===== config.mk =====
export PLATFORM = sky130hd
export DESIGN_NAME = median_smoothed_fire_detector
export DESIGN_NICKNAME = d
export VERILOG_FILES = /design/src/hdl/msfd_pkg.sv /design/src/hdl/msfd_cell.sv /design/src/hdl/msfd_median.sv /design/src/hdl/median_smoothed_fire_detector.sv
export SDC_FILE = /design/constraint.sdc
export NUM_CORES = 1
export LEC_CHECK = 0
export BUFFER_PORTS_ARGS = -buffer_cell sky130_fd_sc_hd__buf_4
export CAP_MARGIN = 20
export CELL_PAD_IN_SITES_DETAIL_PLACEMENT = 0
export CELL_PAD_IN_SITES_GLOBAL_PLACEMENT = 2
export CORE_ASPECT_RATIO = 1.5
export CORE_MARGIN = 5
export CORE_UTILIZATION = 49
export CTS_CLUSTER_SIZE = 8
export DETAILED_ROUTE_END_ITERATION = 10
export PLACE_DENSITY_LB_ADDON = 0.1
export SYNTH_ARGS = -nofsm -noshare
export SYNTH_HDL_FRONTEND = slang
export SYNTH_SLANG_ARGS = --single-unit
export TNS_END_PERCENT = 50

===== constraint.sdc =====
create_clock -name clk -period 67.1 [get_ports clk]
set_clock_uncertainty 0.1 [all_clocks]
set_input_delay 6.71 -clock clk [delete_from_list [all_inputs] [get_ports clk]]
set_output_delay 6.71 -clock clk [all_outputs]
set_load 0.1 [all_outputs]

===== src/hdl/msfd_pkg.sv =====
// ----------------------------------------------------------------------------
// msfd_pkg
// Shared widths, register indexes and reset values of the median-smoothed
// fire detector.
// ----------------------------------------------------------------------------
package msfd_pkg;

  localparam int DATA_W     = 16;
  localparam int RISE_W     = 5;
  localparam int CFG_IDX_W  = 2;

  // default window lengths
  localparam int MEDIAN_LEN_DEF = 5;
  localparam int SMOOTH_LEN_DEF = 30;

  // high flags are counted in groups of this many before the final sum
  localparam int GRP_LEN = 8;
  localparam int PART_W  = 4;

  localparam logic [CFG_IDX_W-1:0] REG_HIGH_LEVEL  = 2'd0;
  localparam logic [CFG_IDX_W-1:0] REG_RISE_COUNT  = 2'd1;
  localparam logic [CFG_IDX_W-1:0] REG_SPIKE_DELTA = 2'd2;

  localparam logic signed [DATA_W-1:0] HIGH_LEVEL_RST  = 16'sd58;
  localparam logic [RISE_W-1:0]        RISE_COUNT_RST  = 5'd27;
  localparam logic [DATA_W-1:0]        SPIKE_DELTA_RST = 16'd8;

endpackage


===== src/hdl/msfd_cell.sv =====
// ----------------------------------------------------------------------------
// msfd_cell
// One window cell: holds a sample, hands it to its neighbour on a shift and
// flags whether the held value is at or above a level.
// ----------------------------------------------------------------------------
module msfd_cell #(
  parameter int W = msfd_pkg::DATA_W
) (
  input  logic                clk,
  input  logic                shift,
  input  logic signed [W-1:0] d,
  input  logic signed [W-1:0] level,
  output logic signed [W-1:0] q,
  output logic                high
);

  always_ff @(posedge clk) begin
    if (shift) begin
      q <= d;
    end
  end

  assign high = (q >= level);

endmodule


===== src/hdl/msfd_median.sv =====
// ----------------------------------------------------------------------------
// msfd_median
// Median of a small window by rank counting: each entry counts the entries
// that sort before it, the one with the middle rank is the median.
// ----------------------------------------------------------------------------
module msfd_median #(
  parameter int N = msfd_pkg::MEDIAN_LEN_DEF,
  parameter int W = msfd_pkg::DATA_W
) (
  input  logic signed [W-1:0] win [N],
  output logic signed [W-1:0] med
);

  localparam int RANK_W = $clog2(N);
  localparam int MID    = (N - 1) / 2;

  logic [RANK_W-1:0] rank [N];

  always_comb begin
    med = '0;
    for (int i = 0; i < N; i++) begin
      rank[i] = '0;
      for (int j = 0; j < N; j++) begin
        // ties broken by position so ranks form a permutation
        if (j != i && (win[j] < win[i] || (win[j] == win[i] && j < i))) begin
          rank[i] = rank[i] + RANK_W'(1);
        end
      end
      if (rank[i] == RANK_W'(MID)) begin
        med = win[i];
      end
    end
  end

endmodule


===== src/hdl/median_smoothed_fire_detector.sv =====
// ----------------------------------------------------------------------------
// median_smoothed_fire_detector
// Median filter over raw samples feeding a window of smoothed values, with
// level-count and rate-of-rise alarms and a sticky alarm.
// ----------------------------------------------------------------------------
// One item is taken per clock while the pipeline does not stall, and each
// item gives one result. Both windows are rows of shift cells that move
// one place per item; a four-stage pipeline (raw shift, median and smoothed
// shift, grouped high count and difference, final sum and compare) stalls as
// a whole only while a finished result waits on out_ready, so in_ready
// follows out_ready whenever the output register is full. Configuration
// writes are always taken.
module median_smoothed_fire_detector #(
  parameter int MEDIAN_LEN = msfd_pkg::MEDIAN_LEN_DEF,
  parameter int SMOOTH_LEN = msfd_pkg::SMOOTH_LEN_DEF
) (
  input  logic                                clk,
  input  logic                                rst,
  input  logic                                in_valid,
  output logic                                in_ready,
  input  logic signed [msfd_pkg::DATA_W-1:0]  temp,
  output logic                                out_valid,
  input  logic                                out_ready,
  output logic signed [msfd_pkg::DATA_W-1:0]  median_value,
  output logic                                median_valid,
  output logic                                rise_alarm,
  output logic                                spike_alarm,
  output logic                                alarm_latched,
  input  logic                                cfg_valid,
  output logic                                cfg_ready,
  input  logic [msfd_pkg::CFG_IDX_W-1:0]      cfg_index,
  input  logic [msfd_pkg::DATA_W-1:0]         cfg_data
);

  localparam int W          = msfd_pkg::DATA_W;
  localparam int RAW_FILL_W = $clog2(MEDIAN_LEN + 1);
  localparam int SM_FILL_W  = $clog2(SMOOTH_LEN + 1);
  localparam int CNT_W      = $clog2(SMOOTH_LEN + 1);
  localparam int CMP_W      = (CNT_W > msfd_pkg::RISE_W) ? CNT_W : msfd_pkg::RISE_W;
  localparam int NGRP       = (SMOOTH_LEN + msfd_pkg::GRP_LEN - 1) / msfd_pkg::GRP_LEN;
  localparam int PAD_LEN    = NGRP * msfd_pkg::GRP_LEN;

  // configuration
  logic signed [W-1:0]              high_level;
  logic [msfd_pkg::RISE_W-1:0]      rise_count;
  logic [W-1:0]                     spike_delta;

  // pipeline control
  logic                     advance;
  logic                     va, vb, vc;
  logic [RAW_FILL_W-1:0]    raw_fill;
  logic [SM_FILL_W-1:0]     smooth_fill;
  logic                     raw_full;
  logic                     raw_shift;
  logic                     smooth_shift;
  logic                     alarm_flag;

  // cell rows
  logic signed [W-1:0]      raw_q [MEDIAN_LEN];
  logic signed [W-1:0]      smooth_q [SMOOTH_LEN];
  logic [SMOOTH_LEN-1:0]    smooth_high;
  logic signed [W-1:0]      med;

  // stage registers
  logic                     mvalid_b;
  logic signed [W-1:0]      median_b;
  logic                     mvalid_c;
  logic signed [W-1:0]      median_c;
  logic                     full_c;
  logic [W:0]               diff_c;
  logic [msfd_pkg::PART_W-1:0] part_c [NGRP];

  // final stage logic
  logic [PAD_LEN-1:0]       high_pad;
  logic [CNT_W-1:0]         high_cnt;
  logic                     rise;
  logic                     spike;
  logic                     alarm_flag_next;

  assign cfg_ready = 1'b1;
  assign advance   = !out_valid || out_ready;
  assign in_ready  = advance;

  assign raw_full     = (raw_fill == RAW_FILL_W'(MEDIAN_LEN));
  assign raw_shift    = in_valid && advance;
  assign smooth_shift = advance && va && raw_full;

  always_ff @(posedge clk) begin
    if (rst) begin
      high_level  <= msfd_pkg::HIGH_LEVEL_RST;
      rise_count  <= msfd_pkg::RISE_COUNT_RST;
      spike_delta <= msfd_pkg::SPIKE_DELTA_RST;
    end else if (cfg_valid) begin
      case (cfg_index)
        msfd_pkg::REG_HIGH_LEVEL:  high_level  <= cfg_data;
        msfd_pkg::REG_RISE_COUNT:  rise_count  <= cfg_data[msfd_pkg::RISE_W-1:0];
        msfd_pkg::REG_SPIKE_DELTA: spike_delta <= cfg_data;
        default: ;
      endcase
    end
  end

  // raw sample row, newest at the top end
  for (genvar i = 0; i < MEDIAN_LEN; i++) begin : g_raw
    if (i == MEDIAN_LEN - 1) begin : g_top
      msfd_cell #(.W(W)) u_cell (
        .clk(clk), .shift(raw_shift), .d(temp), .level(high_level),
        .q(raw_q[i]), .high()
      );
    end else begin : g_mid
      msfd_cell #(.W(W)) u_cell (
        .clk(clk), .shift(raw_shift), .d(raw_q[i+1]), .level(high_level),
        .q(raw_q[i]), .high()
      );
    end
  end

  msfd_median #(.N(MEDIAN_LEN), .W(W)) u_median (
    .win(raw_q),
    .med(med)
  );

  // smoothed row, fed by the median
  for (genvar i = 0; i < SMOOTH_LEN; i++) begin : g_smooth
    if (i == SMOOTH_LEN - 1) begin : g_top
      msfd_cell #(.W(W)) u_cell (
        .clk(clk), .shift(smooth_shift), .d(med), .level(high_level),
        .q(smooth_q[i]), .high(smooth_high[i])
      );
    end else begin : g_mid
      msfd_cell #(.W(W)) u_cell (
        .clk(clk), .shift(smooth_shift), .d(smooth_q[i+1]), .level(high_level),
        .q(smooth_q[i]), .high(smooth_high[i])
      );
    end
  end

  assign high_pad = PAD_LEN'(smooth_high);

  // control state
  always_ff @(posedge clk) begin
    if (rst) begin
      va          <= 1'b0;
      vb          <= 1'b0;
      vc          <= 1'b0;
      out_valid   <= 1'b0;
      raw_fill    <= '0;
      smooth_fill <= '0;
      alarm_flag  <= 1'b0;
    end else if (advance) begin
      va        <= in_valid;
      vb        <= va;
      vc        <= vb;
      out_valid <= vc;
      if (raw_shift && !raw_full) begin
        raw_fill <= raw_fill + RAW_FILL_W'(1);
      end
      if (smooth_shift && smooth_fill != SM_FILL_W'(SMOOTH_LEN)) begin
        smooth_fill <= smooth_fill + SM_FILL_W'(1);
      end
      if (vc) begin
        alarm_flag <= alarm_flag_next;
      end
    end
  end

  // payload stages
  always_ff @(posedge clk) begin
    if (advance) begin
      mvalid_b <= raw_full;
      median_b <= raw_full ? med : '0;

      mvalid_c <= mvalid_b;
      median_c <= median_b;
      full_c   <= mvalid_b && (smooth_fill == SM_FILL_W'(SMOOTH_LEN));
      diff_c   <= {smooth_q[SMOOTH_LEN-1][W-1], smooth_q[SMOOTH_LEN-1]}
                - {smooth_q[0][W-1], smooth_q[0]};
      for (int g = 0; g < NGRP; g++) begin
        part_c[g] <= msfd_pkg::PART_W'($countones(
                       high_pad[g*msfd_pkg::GRP_LEN +: msfd_pkg::GRP_LEN]));
      end

      median_value  <= median_c;
      median_valid  <= mvalid_c;
      rise_alarm    <= rise;
      spike_alarm   <= spike;
      alarm_latched <= alarm_flag_next;
    end
  end

  always_comb begin
    high_cnt = '0;
    for (int g = 0; g < NGRP; g++) begin
      high_cnt = high_cnt + CNT_W'(part_c[g]);
    end
  end

  // a negative difference never raises the spike alarm
  assign rise  = full_c && (CMP_W'(high_cnt) >= CMP_W'(rise_count));
  assign spike = full_c && !diff_c[W] && (diff_c[W-1:0] >= spike_delta);
  assign alarm_flag_next = alarm_flag || rise || spike;

  a_latch_sticky: assert property (@(posedge clk) disable iff (rst)
    alarm_flag |=> alarm_flag)
    else $error("sticky alarm dropped without reset");

  a_alarm_latched: assert property (@(posedge clk) disable iff (rst)
    out_valid && (rise_alarm || spike_alarm) |-> alarm_latched)
    else $error("alarm result without latched alarm");

  a_alarm_needs_median: assert property (@(posedge clk) disable iff (rst)
    out_valid && (rise_alarm || spike_alarm) |-> median_valid)
    else $error("alarm raised before median valid");

  a_smooth_after_raw: assert property (@(posedge clk) disable iff (rst)
    smooth_fill != '0 |-> raw_full)
    else $error("smoothed window filled before raw window");

  a_fill_bounds: assert property (@(posedge clk) disable iff (rst)
    raw_fill <= RAW_FILL_W'(MEDIAN_LEN) && smooth_fill <= SM_FILL_W'(SMOOTH_LEN))
    else $error("fill count out of range");

endmodule

* Yosys cells after proc, flatten, opt, wreduce, memory -nomap -nowiden
Memories as Yosys holds them, arrays and structs flattened.
Cells that the tools add are included.
W data, S select, Z words.
** Word-level totals
- Memory bits (read-only) :: 0
- Bits in writable memories :: 16
- Flip-flop bits (word level) :: 682
- Latch bits :: 0
- Input bits :: 39
- Memories kept :: 1
- Logic and storage cells :: 235
- Output and inout bits :: 23
** Cells by class
- Eq/ne operators :: 20
- Shifts and indexed selects :: 0
- Bitwise logic cells :: 0
- $lt $le $gt $ge :: 52
- Add/subtract/negate cells :: 47
- $mul :: 0
- Divide/modulo/power cells :: 0
- Reduce and logical (&&, ||, !) cells :: 32
- Mux-type cells :: 27
** Memories
- part_c :: words 4, width 4, read ports 4, clocked after memory_dff 0, write ports 4, RTL line median_smoothed_fire_detector.sv:71 : logic [msfd_pkg::PART_W-1:0] part_c [NGRP];
** Operator list (number)
- $ge A16 B16 Y1 :: 31
- $lt A16 B16 Y1 :: 20
- $eq A16 B16 Y1 :: 10
- $mux W16 :: 5
- $add A3 B1 Y3 const B :: 16
- $mux W3 :: 15
- $add A1 B1 Y2 :: 15
- $add A2 B2 Y3 :: 7
- $sub A16 B16 Y17 :: 1
- $eq A3 B2 Y1 const B :: 5
- $logic_or A1 B1 Y1 :: 13
- $add A3 B3 Y4 :: 3
- $reduce_and A2 Y1 :: 6
- $add A5 B4 Y5 :: 2
- $logic_and A1 B1 Y1 :: 9
- $mux W1 :: 7
- $add A4 B4 Y5 :: 1
- $add A5 B1 Y5 const B :: 1
- $eq A5 B5 Y1 const B :: 1
- $ge A5 B5 Y1 :: 1
- $ne A5 B5 Y1 const B :: 1
- $add A3 B2 Y4 :: 1
- $eq A3 B3 Y1 const B :: 1
- $logic_not A1 Y1 :: 3
- other kinds (3) :: 3

* Longest topological paths before layout
Gate-level depths: netlist of the first run.
- Word-level depth :: 14
- Mapped depth :: 22
- Depth with buffers taken out :: 22

* Cells and area by module
Synthesis of the first run repeated with hierarchy kept, for this count alone.
** Second synthesis, totals
- Cells, all modules :: 3768
- Area total of the unflattened synthesis :: 43364.1 um2
** By module, submodules not included
- msfd_cell :: cells each 70, times used 35, sequential area each 480.5 um2, area each 893.4 um2
- median_smoothed_fire_detector :: cells each 620, times used 1, sequential area each 3613.5 um2, area each 6840.3 um2
- msfd_median :: cells each 698, times used 1, sequential area each 0.0 um2, area each 5256.3 um2

* Worst setup path after synthesis of the first run
Ideal clock, no wire load.
- Path type :: input to register
- From :: input port out_ready
- To :: register smooth_fill[3]
- Data arrival time :: 31.368 ns
- Path slack :: 35.505 ns
- Stages on the path :: 9
- Data required time :: 66.872 ns
- Path through :: nor2b_1 -> inv_1 -> nand2_1 -> nor2_1 -> and2_1 -> clkbuf_1 -> nand4_1 -> xor2_1 -> nor2_1
** On the way
- Longest elaborated chain between the ends :: 5
** Ends and longest elaborated chain
- start, declared :: RTL line median_smoothed_fire_detector.sv:23 : input logic out_ready,
- $logic_or A1 B1 Y1 :: RTL line median_smoothed_fire_detector.sv:81 : assign advance = !out_valid || out_ready;
- named net in_ready :: RTL line median_smoothed_fire_detector.sv:20 : output logic in_ready,
- $logic_and A1 B1 Y1 (2 in a row) :: RTL line median_smoothed_fire_detector.sv:86 : assign smooth_shift = advance && va && raw_full;
- named net g_smooth[0].g_mid.u_cell.shift :: RTL line msfd_cell.sv:10 : input logic shift,
- $logic_and A1 B1 Y1 :: RTL line median_smoothed_fire_detector.sv:158 : if (smooth_shift && smooth_fill != SM_FILL_W'(SMOOTH_LEN)) begin
- $reduce_and A2 Y1 (no line)
- end signal, assigned :: RTL line median_smoothed_fire_detector.sv:159 : smooth_fill <= smooth_fill + SM_FILL_W'(1);
- end, declared :: RTL line median_smoothed_fire_detector.sv:52 : logic [SM_FILL_W-1:0] smooth_fill;
The timed path passes the listed nets, and every way through them passes these cells.
A chain may end at the register's enable or synchronous reset.

* Worst setup path after layout of the first run
- From :: input port out_ready
- To :: output port in_ready
** On the way
- Longest elaborated chain between the ends :: 1
** Ends and longest elaborated chain (RTL line)
- $logic_or A1 B1 Y1 :: median_smoothed_fire_detector.sv:81
- end, declared :: median_smoothed_fire_detector.sv:20
Every way passes these cells.

==> flow_summary.yaml, run 1 <==
sta:
  slew_headroom: 0.2160
  whs_ns: 0.3159
  hold_viol: 0
  maxClockFrequency_mhz: 69.00
  grt_setup_unrepaired: "false"
  worstMarginPinSlew_ns: 1.176
  final_max_slew_viol_count: 0
  finalCritPeriodShare: 0.2160
  fin_ws_ns: 52.61
  setup_viol: 0
  setup_tns_ns: 0
  min_period_ns: 14.49
setup_path:
  cp.arrival_ns: 7.68
  r2r_cells: 18
  critPathLaunchType: "primary input"
  crit_required_ns: 60.29
  r2r-end: "g_smooth[29].g_top.u_cell.q[15]"
  path_max_fanout: 18
  r2r-start: "g_raw[1].g_mid.u_cell.q[1]"
  rrSetupSlack_ns: 60.43
  end_kind: "primary output"
  path_class: "in2out"
power:
  irDropWorstVdd_v: 0.00002191
  pwr_density_cell_mw_per_mm2: 25.67
  p_total_mw: 1.128
  leakage_nw: 17.95
status:
  status: "finished, final reports clean"
cells_and_area:
  n_antenna_cell: 0
  syn_to_final_growth_pct: 11.74
  n_fill_cell: 6644
  layout-drive-gt1-share: 0.07121
  design_area_sq_mm: 0.04395
  num-nets-final: 4059
clock_tree:
  numCtsBuffers: 97
  ctsHoldBuffers: 0
  clk_path_buf_depth: 3
  htree_levels: 3
  tritoncts: "built"
  ctsResizeCount: 0
  clkTransAtPathRegs_ns: 0.05
  clock_latency_ns: 0.67
  clock_sinks: 697
  cts_root_buffer: "clkbuf_16"
  cts_setup_buffers: 0
min_path:
  hold_path_class: "reg2reg"
  hold_depth: 0
  holdCritStartpoint: "median_c[6]"
  min_to: "median_value[6]"
yosys:
  synth_seq_cells: 697
  synthDominantCellAreaShare: 0.4940
  syn_nets: 3893
  syn_area_per_cell_sq_um: 12.60
  synth_edf_count: 647
  synthArstFlopShare: 0
  netlist_area_sq_mm: 0.03933
  syn_inst: 3122
  ys_types: 71
  ys_seq_area_frac: 0.5195
  ys.flop_type: "edfxtp_1"
  ys_warn_count: 0
  yosysTopAreaCell: "edfxtp_1"
  synth_top_cells_by_area: "edfxtp_1, ha_1, a21oi_1, dfxtp_1, inv_1"
global_route:
  top_usage_layer: "met2"
  grt.total_usage: 0.2385
  grt_max_degree: 157
  grtUsageMet3: 0.03039
  grt_pass1_vias: 27360
  grt_pass1_wl_um: 155500
  grtUsageMet2: 0.4636
  overflow: 0
  grtUsageMet1: 0.2421
  antenna_found_initial: 0
job:
  cap_violations: 0
place:
  place_area_sq_mm: 0.04128
  hpwl_um: 74350
  post-place-ws_ns: 52.57
  port_buffers: 60
  gp_congestion: 0.9353
die:
  start_util: 0.4930
  dieArea_sq_mm: 0.08614
  die_y_um: 357.0
  coreArea_sq_mm: 0.07977
  io_pins: 62
  placementRows: 127
  die_x_um: 241.3
routing:
  wirelength_um: 103400
  vias_per_cell: 5.909
  antenna_left: 0
  drc: 0
  first_pass_iters: 5
  wl_per_cell_um: 23.79
  drt_first_iter_violations: 1382
  num_vias: 25680
## per-layer routing
metal  share of wire  wire, um
met5               0         0
met3           0.028      2856
met2            0.56     57450
met4           0.060      6167
met1            0.36     36940
## cell families after synthesis
family	count (synthesis)	share of synthesized area
AOI/OAI and AO/OA	654	0.1067
xor gates and xnor gates	26	0.005790
adders and majority gates	732	0.2373
buffers and inverters	282	0.02765
DFF	697	0.5195
muxes	30	0.008272
other	1	0.00009535
and+or+nand+nor	700	0.09471
## synth_stat cells (14+ instances only)
cell / count
ha_1: 709
a211o_1: 14
fa_1: 23
nand4_1: 115
nand2_1: 158
a21o_1: 77
o21ai_0: 136
a221o_1: 20
inv_1: 253
a211oi_1: 23
nand3_1: 27
nand2b_1: 77
nor3_1: 49
o21a_1: 77
o211ai_1: 15
dfxtp_1: 50
mux2i_1: 28
nor2_1: 100
clkbuf_1: 23
xnor2_1: 17
nor2b_1: 100
a21oi_1: 202
and4_1: 14
edfxtp_1: 647
## layout make-up
type / count / area (sq um) / share of cell area
Clock inverter: 8 / 140.1 / 0.003189
Sequential cell: 697 / 20430 / 0.4649
Multi-Input combinational cell: 2143 / 17870 / 0.4067
Clock buffer: 117 / 2502 / 0.05694
Tap cell: 1032 / 1291 / 0.02938
Timing Repair Buffer: 96 / 757.0 / 0.01723
Inverter: 253 / 953.4 / 0.02170
## power breakdown
group	internal, mW	switching, mW	total [mW]
sequential	0.483	0.00785	0.491
combinational	0.0726	0.121	0.194
clock	0.259	0.184	0.443
total	0.815	0.313	1.13
## stage by stage
| stage | instances | utilization |
|---|---|---|
| floorplan | 3122 | - |
| global placement | 4219 | 0.5173 |
| detailed placement | 4220 | 0.5174 |
| CTS | 4345 | 0.5506 |
| global route | 4346 | 0.5509 |
| finish | 4346 | 0.5509 |
## worst max-delay path, cell delays in order
cell and delay [ns]:
buf_4 0.11, nor2b_1 0.36, inv_4 0.19, buf_4 0.27
## registers in the layout, indices dropped and copies added, names as in the netlist, 16 cells and up
name / flops
diff_c: 17
g_raw.g_mid.u_cell.q: 64
g_raw.g_top.u_cell.q: 16
g_smooth.g_mid.u_cell.q: 464
g_smooth.g_top.u_cell.q: 16
high_level: 16
median_b: 16
median_c: 16
median_value: 16
spike_delta: 16
## worst max path at each step
stage | startpoint | endpoint | slack (ns)
final | out_ready | in_ready | 52.61
after floorplan | out_ready | smooth_fill[3] | 35.50
after CTS | out_ready | in_ready | 52.57
after global routing | out_ready | in_ready | 52.53
after global placement | out_ready | in_ready | 52.61
after detailed placement | out_ready | in_ready | 52.57
## placed cells by master (no fill, tap or decap), types with 14 or more instances in the layout
master     count
dfxtp_1       49
fa_1          23
clkbuf_1      20
inv_1        251
nand3_1       27
ha_1         709
o21a_1        77
a211o_1       14
xnor2_1       17
nor2b_1      100
clkbuf_16     97
a21o_1        77
edfxtp_1     647
mux2i_1       27
nand2b_1      77
a21oi_1      202
nand4_1      115
a221o_1       20
a211oi_1      23
nor2_1        99
buf_4         93
nor3_1        49
nand2_1      158
and4_1        14
o211ai_1      15
o21ai_0      136
Power figures use the tool's default switching activity.
==> run 2, diff against run 1 <==
--- a/config.mk
+++ b/config.mk
@@ -11,7 +11,7 @@
 export CELL_PAD_IN_SITES_GLOBAL_PLACEMENT = 2
 export CORE_ASPECT_RATIO = 1.5
 export CORE_MARGIN = 5
-export CORE_UTILIZATION = 49
+export CORE_UTILIZATION = 41
 export CTS_CLUSTER_SIZE = 8
 export DETAILED_ROUTE_END_ITERATION = 10
 export PLACE_DENSITY_LB_ADDON = 0.1
==> constraint.sdc (replaced) <==
create_clock -name clk -period 12.8 [get_ports clk]
set_clock_uncertainty 0.1 [all_clocks]
set_input_delay 1.28 -clock clk [delete_from_list [all_inputs] [get_ports clk]]
set_output_delay 1.28 -clock clk [all_outputs]
set_load 0.1 [all_outputs]
==> run 2 against run 1 <==
Worst hold slack improved by 0.0012 ns. Count of clock-buffer cells in the layout up 20. Total power rose to 5.3 times the previous value. Register-to-register slack got worse by 54 ns. First-iteration DRC count decreased by 14%. Via count is 1.5% lower. Clock power grew to 5.4 times the previous value. Worst setup slack lost 46 ns. Final cell count up 5.9%. Critical path type is now reg2reg.
==> flow_summary.yaml, run 2 (synthesized netlist as in run 1, its figures left out) <==
clock_tree:
  ctsResizeCount: 0
  clk_path_buf_depth: 3
  numCtsBuffers: 97
  cts_setup_buffers: 0
  clkTransAtPathRegs_ns: 0.05
  cts_root_buffer: "clkbuf_16"
  htree_levels: 3
  clock_sinks: 697
  tritoncts: "built"
  clock_latency_ns: 0.68
  ctsHoldBuffers: 0
die:
  die_x_um: 262.9
  io_pins: 62
  start_util: 0.4119
  placementRows: 139
  dieArea_sq_mm: 0.1023
  die_y_um: 389.3
  coreArea_sq_mm: 0.09548
setup_path:
  startpoint: "g_raw[3].g_mid.u_cell.q[12]"
  max_stage_delay_ns: 0.92
  critPathLaunchType: "flop"
  slowest_stage: "and2_1"
  path_class: "reg2reg"
  path_max_fanout: 33
  crit_required_ns: 13.11
  end_kind: "flop"
  cp_cell_sequence: "ha_1 > nand3_1 > nor3_1 > nand2_1 > o21ai_0 > mux2i_1 > o21ai_0 > ha_1 > xor2_1 > ha_1 > nand3b_1 > mux2i_1 > mux2i_4 > buf_4 > and2_1 > a221o_1 > a21oi_1"
  cp.arrival_ns: 6.59
  r2r-start: "g_raw[3].g_mid.u_cell.q[12]"
  path_common_cell: "ha_1"
power:
  power_switching_mw: 1.668
  pwr_density_cell_mw_per_mm2: 135.3
  leakage_nw: 17.98
  cell_internal_pwr_mw: 4.325
  p_sw_frac: 0.2783
  seq_power_share: 0.429
  pwr-share-clk: 0.399
  p_total_mw: 5.993
  irDropWorstVdd_v: 0.0001170
  comb_power_share: 0.171
routing:
  num_vias: 25290
  wl_per_cell_um: 24.27
  met3_length_um: 2855
  first_pass_iters: 5
  antenna_left: 0
  wirelength_um: 111700
  wl_met1_um: 40310
  drt_first_iter_violations: 1193
  met2_length_um: 62180
  drc: 0
  vias_per_cell: 5.496
  highest_layer: "met4"
cells_and_area:
  top_register: "g_smooth.g_mid.u_cell.q"
  post-route-util: 0.4639
  reg_top3: "g_smooth.g_mid.u_cell.q x464, g_raw.g_mid.u_cell.q x64, diff_c x17"
  n_antenna_cell: 0
  layout_common_cells: "ha_1, edfxtp_1, inv_1"
  design_area_sq_mm: 0.04430
  n_fill_cell: 8538
  final_common_cell: "ha_1"
  syn_to_final_growth_pct: 12.64
  largest_reg_flops: 464
  num-nets-final: 4061
  layout-drive-gt1-share: 0.07141
global_route:
  grt_pass1_wl_um: 167000
  overflow: 0
  antenna_found_initial: 0
  grt.total_usage: 0.2148
  grt_max_degree: 195
  grt_pass1_vias: 27530
sta:
  setup_tns_ns: 0
  hold_viol: 0
  worstMarginPinSlew_ns: 1.318
  fin_ws_ns: 6.513
  finalCritPeriodShare: 0.4912
  slew_headroom: 0.1213
  setup_viol: 0
  min_period_ns: 6.287
  maxClockFrequency_mhz: 159.0
  final_max_slew_viol_count: 0
  grt_setup_unrepaired: "false"
place:
  gp_congestion: 0.9441
  post-place-ws_ns: 6.649
  port_buffers: 60
  place_area_sq_mm: 0.04159
  hpwl_um: 82150
min_path:
  holdCritStartpoint: "median_b[3]"
  hold_path_class: "reg2reg"
job:
  cap_violations: 0
status:
  status: "finished, final reports clean"
run 2: cell types whose count changed in the layout (fill, tap and decap cells not counted), sizes merged:
cell | before | now
clkbuf | 117 | 137
buf | 96 | 98
clkinv | 7 | 5
inv | 254 | 253
run 2: per-stage QoR:
| step | std cells | hold slack (ns) |
|---|---|---|
| global placement | 4460 | 0.3052 |
| CTS | 4602 | 0.3190 |
| floorplan | 3122 | 0.3003 |
| detailed placement | 4460 | 0.3045 |
| global route | 4602 | 0.3218 |
| finish | 4602 | 0.3170 |
run 2: path summary, 6_finish.rpt:
check / to / slack, ns / depth (start not counted)
max: median_b[15] / 6.51 / 17
min: median_c[3] / 0.32 / 0
max reg2reg: median_b[15] / 6.51 / 17
min reg2reg: median_c[3] / 0.32 / 0
run 2: per-layer routing:
| metal | vias up | global-route usage |
|---|---|---|
| li1 | 12200 | - |
| met1 | 12410 | 0.2180 |
| met2 | 438 | 0.4276 |
| met3 | 248 | 0.02305 |
| met4 | 0 | 0.1118 |
| met5 | - | 0 |
run 2: critical path: cells and delay by family (launching register included):
| family | cells | cell delay, ns |
|---|---|---|
| mux | 3 | 0.83 |
| compound gates | 4 | 1.01 |
| flops | 1 | 0.52 |
| simple gates | 5 | 1.87 |
| xor+xnor | 1 | 0.19 |
| buf+inv | 1 | 0.39 |
| fa+ha+maj | 3 | 1.08 |
run 2: cell type report:
type | instances | area (sq um) | area share
sequential | 697 | 20430 | 0.4612
multi-input combinational | 2143 | 17870 | 0.4034
clock buffer | 137 | 2630 | 0.05937
tap | 1269 | 1588 | 0.03584
inverter | 253 | 953.4 | 0.02152
timing repair buffer | 98 | 748.2 | 0.01689
clock inverter | 5 | 76.32 | 0.001723
run 2: power by group through the flow:
stage	clock network [mW]	logic (mW)	registers (mW)
final	2.39	1.03	2.57
after global routing	2.55	1.15	2.58
after CTS	2.47	1.05	2.57
after detailed placement	0	1.04	2.62
after global placement	0	1.02	2.62
after floorplan	0	0.653	2.62
